## src/rtl/sliding_window_median_core_macros.svh

```systemverilog
// Assertion macros shared by the sliding window median RTL.
`ifndef SLIDING_WINDOW_MEDIAN_CORE_MACROS_SVH
`define SLIDING_WINDOW_MEDIAN_CORE_MACROS_SVH

// Generic clocked check, held off while reset is asserted.
`define SWM_ASSERT(label, ck, rstn, prop, msg) \
  label: assert property (@(posedge ck) disable iff (!rstn) prop) \
    else $error(msg);

// Same check on the module's own clk / rst_n.
`define SWM_ASSERT_CLK(label, prop, msg) `SWM_ASSERT(label, clk, rst_n, prop, msg)

`endif

```

## src/rtl/swm_pkg.sv

```systemverilog
// Shared types and constants for the sliding window median core.
package swm_pkg;

  localparam int unsigned DATA_W = 32;
  localparam int unsigned WIN_W  = 7;
  localparam logic [WIN_W-1:0] WIN_RESET = 7'd3;

  typedef logic signed [DATA_W-1:0] sample_t;

  // Cell state handed to the right-hand neighbor.
  typedef struct packed {
    sample_t value;
    logic    valid;
    logic    gt;     // held value sorts after the new sample (or empty)
    logic    ge;     // held value sorts at/after the outgoing sample (or empty)
  } swm_link_t;

  // Post-insert cell contents handed to the left-hand neighbor.
  typedef struct packed {
    sample_t value;
    logic    valid;
  } swm_ins_t;

endpackage

```

## src/rtl/swm_cell.sv

```systemverilog
// One slot of the sorted window row: insert-shift right, remove-shift left.
module swm_cell (
  input  logic                clk,
  input  logic                rst_n,
  input  logic                step,
  input  logic                flush,
  input  logic                remove,
  input  swm_pkg::sample_t    sample,
  input  swm_pkg::sample_t    rm_sample,
  input  logic                ge_new,
  input  swm_pkg::swm_link_t  left_link,
  output swm_pkg::swm_link_t  right_link,
  input  swm_pkg::swm_ins_t   right_ins,
  output swm_pkg::swm_ins_t   own_ins
);

  swm_pkg::sample_t value_r;
  swm_pkg::sample_t value_nxt;
  logic             valid_r;
  logic             valid_nxt;
  logic             gt_self;
  logic             ge_self;
  logic             ins_ge;

  assign gt_self = !valid_r || (value_r > sample);
  assign ge_self = !valid_r || (value_r >= rm_sample);

  assign right_link = '{value: value_r, valid: valid_r, gt: gt_self, ge: ge_self};

  // Insert: keep own, take left neighbor's, or take the new sample.
  always_comb begin
    if (!gt_self) begin
      own_ins.value = value_r;
      own_ins.valid = valid_r;
      ins_ge        = ge_self;
    end else if (left_link.gt) begin
      own_ins.value = left_link.value;
      own_ins.valid = left_link.valid;
      ins_ge        = left_link.ge;
    end else begin
      own_ins.value = sample;
      own_ins.valid = 1'b1;
      ins_ge        = ge_new;
    end
  end

  // Remove: from the first entry equal to the outgoing sample on, pull from the right.
  always_comb begin
    if (remove && ins_ge) begin
      value_nxt = right_ins.value;
      valid_nxt = right_ins.valid;
    end else begin
      value_nxt = own_ins.value;
      valid_nxt = own_ins.valid;
    end
  end

  always_ff @(posedge clk) begin
    if (!rst_n) begin
      valid_r <= 1'b0;
    end else if (flush) begin
      valid_r <= 1'b0;
    end else if (step) begin
      valid_r <= valid_nxt;
    end
  end

  always_ff @(posedge clk) begin
    if (step) begin
      value_r <= value_nxt;
    end
  end

endmodule

```

## config.mk

```make
export PLATFORM = sky130hd
export DESIGN_NAME = swm_cell
export DESIGN_NICKNAME = d
export VERILOG_FILES = /design/src/rtl/sliding_window_median_core_macros.svh /design/src/rtl/swm_pkg.sv /design/src/rtl/swm_cell.sv
export SDC_FILE = /design/constraint.sdc
export NUM_CORES = 1
export LEC_CHECK = 0
export CORE_ASPECT_RATIO = 1.4
export CORE_UTILIZATION = 55
export CTS_BUF_LIST = sky130_fd_sc_hd__clkbuf_4 sky130_fd_sc_hd__clkbuf_8
export CTS_CLUSTER_DIAMETER = 30
export CTS_CLUSTER_SIZE = 28
export DETAILED_ROUTE_END_ITERATION = 10
export DONT_BUFFER_PORTS = 1
export GPL_ROUTABILITY_DRIVEN = 1
export PLACE_DENSITY = 0.72
export REMOVE_ABC_BUFFERS = 1
export SLEW_MARGIN = 20
export SYNTH_ARGS = -nofsm -noshare
export SYNTH_HDL_FRONTEND = slang
export SYNTH_SLANG_ARGS = --single-unit
export TNS_END_PERCENT = 50
```

## constraint.sdc

```tcl
create_clock -name clk -period 10.25 [get_ports clk]
set_input_delay 1.5375 -clock clk [delete_from_list [all_inputs] [get_ports clk]]
set_output_delay 1.5375 -clock clk [all_outputs]
set_load 0.02 [all_outputs]
```

* Word-level counts from Yosys, hierarchy flattened *
Index checks and enable logic that the tools add are counted.

cells by class
  magnitude comparators = 2
  mux-type cells = 6
  bitwise gates (word level) = 1
  reduce and logical (&&, ||, !) cells = 5

operators with widths
  cell                            number
  33-bit 2-to-1 mux               2
  32-bit >= comparator            1
  32-bit greater-than comparator  1
  32-bit 2-to-1 mux               1
  1-bit 2-to-1 mux                3
  1-bit logical OR                2
  2-bit OR reduction              1
  1-bit logical AND               1
  1-bit logical NOT               1
  1-bit inverter                  1

word-level totals
  register bits = 33
  input port bits = 138
  output and inout bits = 68
  word-level logic and storage cells = 16

* Logic depth before layout (Yosys ltp) *
  word-level depth = 5
  gate-level depth with buffers = 13
  depth with buffers taken out = 12

* Least setup slack after synthesis *
No wires, ideal clock.

  kind = input-to-output
  start = input port sample[30]
  end = output port own_ins[26] (netlist bit)
  arrival = 4.066 ns
  data required time = 8.713 ns
  setup slack = 4.647 ns
  stages on the path = 12
  cell sequence = inv_1 -> ha_1 -> a21oi_2 -> nand2_1 -> a221o_1 -> a211o_1 -> or4_4 -> nand3_1 -> buf_2 -> buf_2 -> nor2_1 -> a21oi_1

RTL lines
  what             line            source
  start, declared  swm_cell.sv:8   input swm_pkg::sample_t sample,
  end, declared    swm_cell.sv:14  output swm_pkg::swm_ins_t own_ins

==> out/qor_table.md <==
| Metric | Value | Unit |
|:---|:---|:---|
| Slowest cell on crit path | sky130_fd_sc_hd__or4_1 | - |
| Time the final worst path needs with I/O delays and setup | 6.008 | ns |
| DP Cell Count | 503 | - |
| Final weighted congestion in routability-driven placement | 0.7386 | - |
| Basic-gate share of the synthesized area counting and, or, nand and nor cells | 10.89 | % |
| Final setup skew | 0.004332 | ns |
| Fraction of the mapped netlist area in adder cells | 20.25 | % |
| Die area | 7536 | um2 |
| Worst-path maximum fanout | 66 | - |
| Clk Latency, worst-skew pair | 0.28 | ns |
| Antenna violations before repair | 0 | - |
| Most numerous cell types in the synthesized netlist | sky130_fd_sc_hd__inv_1, sky130_fd_sc_hd__ha_1, sky130_fd_sc_hd__a21oi_1, sky130_fd_sc_hd__mux2i_1, sky130_fd_sc_hd__nor2_1 | - |
| Number of gates given a new drive strength after cts | 0 | - |
| Fill cells | 633 | - |
| Number of search-and-repair iterations in the first detailed-routing pass | 6 | - |
| CP peak stage delay | 0.63 | ns |
| Minimum setup slack among reg-to-reg paths | 6.26 | ns |
| Standard-cell row count | 36 | - |
| Delay-heaviest family, CP | simple AND/OR/NAND/NOR gates | - |
| H-tree levels | 2 | - |
| Normalized max-slew margin | 28.67 | % |
| Drt first-iter violations | 84 | - |
| Sort of element at the end of the critical path | primary output | - |
| Kind of path behind the tightest hold check | flip-flop to flip-flop | - |
| Mux cell area share after synthesis | 20.51 | % |
| Root cell of the clock tree | sky130_fd_sc_hd__clkbuf_8 | - |
| Category of the most critical setup path | primary input to primary output | - |
| Count of warnings emitted by yosys | 0 | - |
| Achievable Freq | 166.4 | MHz |
| IO Pins | 206 | - |
| Worst VDD drop | 0.00007102 | V |
| Dominant combinational cell family by area after synthesis | multiplexers | - |
| Count of buffers inserted at the top-level ports | 0 | - |
| Average wire length per cell after detail routing | 18.05 | um |
| Post-detailed-route DRC marker count | 0 | - |
| Vias per std cell | 5.947 | - |
| Worst-case reg-to-reg path depth | 8 | - |
| Post-synthesis instance area | 3954 | um2 |
| Worst path arrival time | 4.47 | ns |
| Number of clock buffers inserted by TritonCTS | 5 | - |
| Leakage dissipation | 2.053 | nW |
| Sequential-to-total area share from yosys stat | 24.81 | % |
| Wire length of the first global-routing pass | 13.08 | mm |
| Max Cap Violations | 0 | - |
| Largest area contributor in the synthesized netlist | sky130_fd_sc_hd__edfxtp_1 | - |
| Setup-violating endpoint count in the final report | 0 | - |
| RSZ-0062 raised after global routing | false | - |
| Period utilization | 58.62 | % |
| Via count of the routed design | 3,039 | - |
| Antenna cells | 0 | - |
| Most utilized layer in the global route result | met2 | - |
| Crit path cell chain | inv_1 -> ha_1 -> nand4_1 -> or4_1 -> nor3_1 -> o311ai_1 -> nand3_2 -> buf_4 -> nor2_1 -> a21oi_1 | - |
| GR met1 Demand/Resource | 23.26 | % |
| Clock-pin slew reported for the worst setup and hold paths after clock tree synthesis | 0.07 | ns |
| Number of hold buffers added after cts | 0 | - |
| Average instance area after synthesis | 9.303 | um2 |
| Residual overflow from global routing | 0 | - |
| Synth Area in Compound Gates | 13.51 | % |
| Required arrival time at the worst endpoint | 8.71 | ns |
| CP startpoint kind | primary input | - |
| Hold Fails Final Rpt | 0 | - |
| Initial Utilization | 57.00 | % |
| Layout Cells excl Fill | 511 | - |
| Overall routed net length | 9.226 | mm |
| Post-layout net count | 617 | - |
| Power Density | 122.3 | nW/um2 |
| Proportion of netlist area held by the largest area contributor | 24.30 | % |
| Levels on crit path | 10 | - |
| Clock Sink Count | 33 | - |
| Leading cell types by total area after synthesis | sky130_fd_sc_hd__edfxtp_1, sky130_fd_sc_hd__ha_1, sky130_fd_sc_hd__mux2_4 | - |
| Synthesis-to-finish area growth | 2.089 | % |
| Synthesis-stage register bit count | 33 | - |
| Most frequently used cell type in the post-synthesis netlist | sky130_fd_sc_hd__inv_1 | - |
| GRT met2 Usage | 45.59 | % |
| Status | finished clean | - |
| Worst slew pin tran | 1.070 | ns |
| Longest Clk Path Bufs | 2 | - |
| Total negative slack for setup checks | 0 | ns |
| Worst slack at placement | 4.253 | ns |
| Origin of the critical flop-to-flop path | value_r[31] | - |
| Detail Placement HPWL | 7.260 | mm |
| Worst reg2reg endpoint | value_r[0] | - |
| Maximum number of pins on one net before global-route repair | 67 | - |
| Number of flops mapped to enable cells by yosys | 32 | - |
| Startpoint of the worst hold path | valid_r | - |
| Vertical extent of the die | 102.3 | um |
| Core ar. | 6937 | um2 |
| Worst Setup SP | sample[31] | - |
| Top_reg_cell synth | sky130_fd_sc_hd__edfxtp_1 | - |
| XOR/XNOR share of the synthesized area | 0 | % |
| Overall routing resource usage | 22.76 | % |
| GR Util met3 | 3.748 | % |
| Post CTS Setup Buffer Count | 0 | - |
| Clock tree from TritonCTS | done | - |
| Hold Crit Endpoint | valid_r | - |
| Post-route worst setup slack | 4.242 | ns |
| Chip width | 73.66 | um |
| Layout Utilization | 58.19 | % |
| Number of buffers and inverters on the critical path | 2 | - |
| Number of global-route vias before repair | 2,970 | - |
| Number of instances in the synthesized netlist | 425 | - |
| Depth of the worst hold-timing path | 2 | - |
| Share of final-layout standard cells stronger than drive strength 1 | 11.30 | % |
| Detail Route Antenna Nets | 0 | - |
| Share of synthesized registers carrying an async set or reset | 0 | % |
| Count of final max-slew check failures | 0 | - |
| Finished Cell Area | 4036 | um2 |
| Netlist cell types | 42 | - |
| Placed inst area | 3945 | um2 |
logic make-up after synthesis:
logic type,Yosys count
mux,66
compound gates,90
simple gates,86
fa+ha+maj,64
buf+inv,86
flops,33
metal layers:
layer	wire, um	vias to the layer above
met5	0	-
met4	123	0
met3	481	9
met2	5093	119
met1	3528	1400
li1	-	1511
worst max-delay path by stage:
stage,endpoint,slack [ns]
floorplan,own_ins[10],3.51
global placement,own_ins[1],4.31
detailed placement,own_ins[1],4.25
CTS,own_ins[1],4.25
global route,own_ins[18],4.00
finish,own_ins[1],4.24
worst min-delay path: stages (launching register included):
cell	delay [ns]
sky130_fd_sc_hd__dfxtp_1	0.44
sky130_fd_sc_hd__o2111ai_1	0.14
sky130_fd_sc_hd__o21ai_0	0.07
through the flow:
| stage | hold WS, ns | power [W] |
|---|---|---|
| 2_1_floorplan | 0.6072 | 0.0003559 |
| 3_3_place_gp | 0.7015 | 0.0003838 |
| 3_5_place_dp | 0.7080 | 0.0003912 |
| 4_1_cts | 0.7208 | 0.0004984 |
| 5_1_grt | 0.7864 | 0.0005244 |
| 6_report | 0.7055 | 0.0004936 |
placed cells by master, fill, tap and decap left out, types with 3 or more instances in the layout:
| cell | n |
|---|---|
| sky130_fd_sc_hd__nor2b_1 | 3 |
| sky130_fd_sc_hd__mux2i_1 | 33 |
| sky130_fd_sc_hd__a21o_1 | 4 |
| sky130_fd_sc_hd__nor2_1 | 33 |
| sky130_fd_sc_hd__ha_1 | 64 |
| sky130_fd_sc_hd__mux2_4 | 29 |
| sky130_fd_sc_hd__a21oi_1 | 58 |
| sky130_fd_sc_hd__inv_1 | 68 |
| sky130_fd_sc_hd__nor3_1 | 3 |
| sky130_fd_sc_hd__clkbuf_8 | 5 |
| sky130_fd_sc_hd__nand2b_1 | 3 |
| sky130_fd_sc_hd__edfxtp_1 | 32 |
| sky130_fd_sc_hd__and4_1 | 3 |
| sky130_fd_sc_hd__a221oi_1 | 4 |
| sky130_fd_sc_hd__clkbuf_4 | 3 |
| sky130_fd_sc_hd__nand4_1 | 12 |
| sky130_fd_sc_hd__o21ai_0 | 7 |
| sky130_fd_sc_hd__mux2_2 | 4 |
| sky130_fd_sc_hd__nand3_1 | 8 |
| sky130_fd_sc_hd__nand2_1 | 14 |
report_power, final:
| group | leakage, nW | total (W) | internal, W | switching [W] |
|---|---|---|---|---|
| registers | 0.321 | 0.000204 | 0.000169 | 0.0000357 |
| clock network | 0.0498 | 0.000106 | 0.0000563 | 0.0000495 |
| logic | 1.68 | 0.000183 | 0.0000847 | 0.0000987 |
cell type report:
class | count | area (um2) | area share (%)
flip-flops and latches | 33 | 980.9 | 24.30
repair buffers | 1 | 7.507 | 0.1860
well taps | 95 | 118.9 | 2.945
multi-input cells | 306 | 2582 | 63.98
inverters | 68 | 255.2 | 6.324
clock buffers | 8 | 91.34 | 2.263
flip-flops by register name, summed over array words and instances (netlist names):
name     count
value_r     32
valid_r      1
No activity file was read; power rests on OpenSTA's default activity.
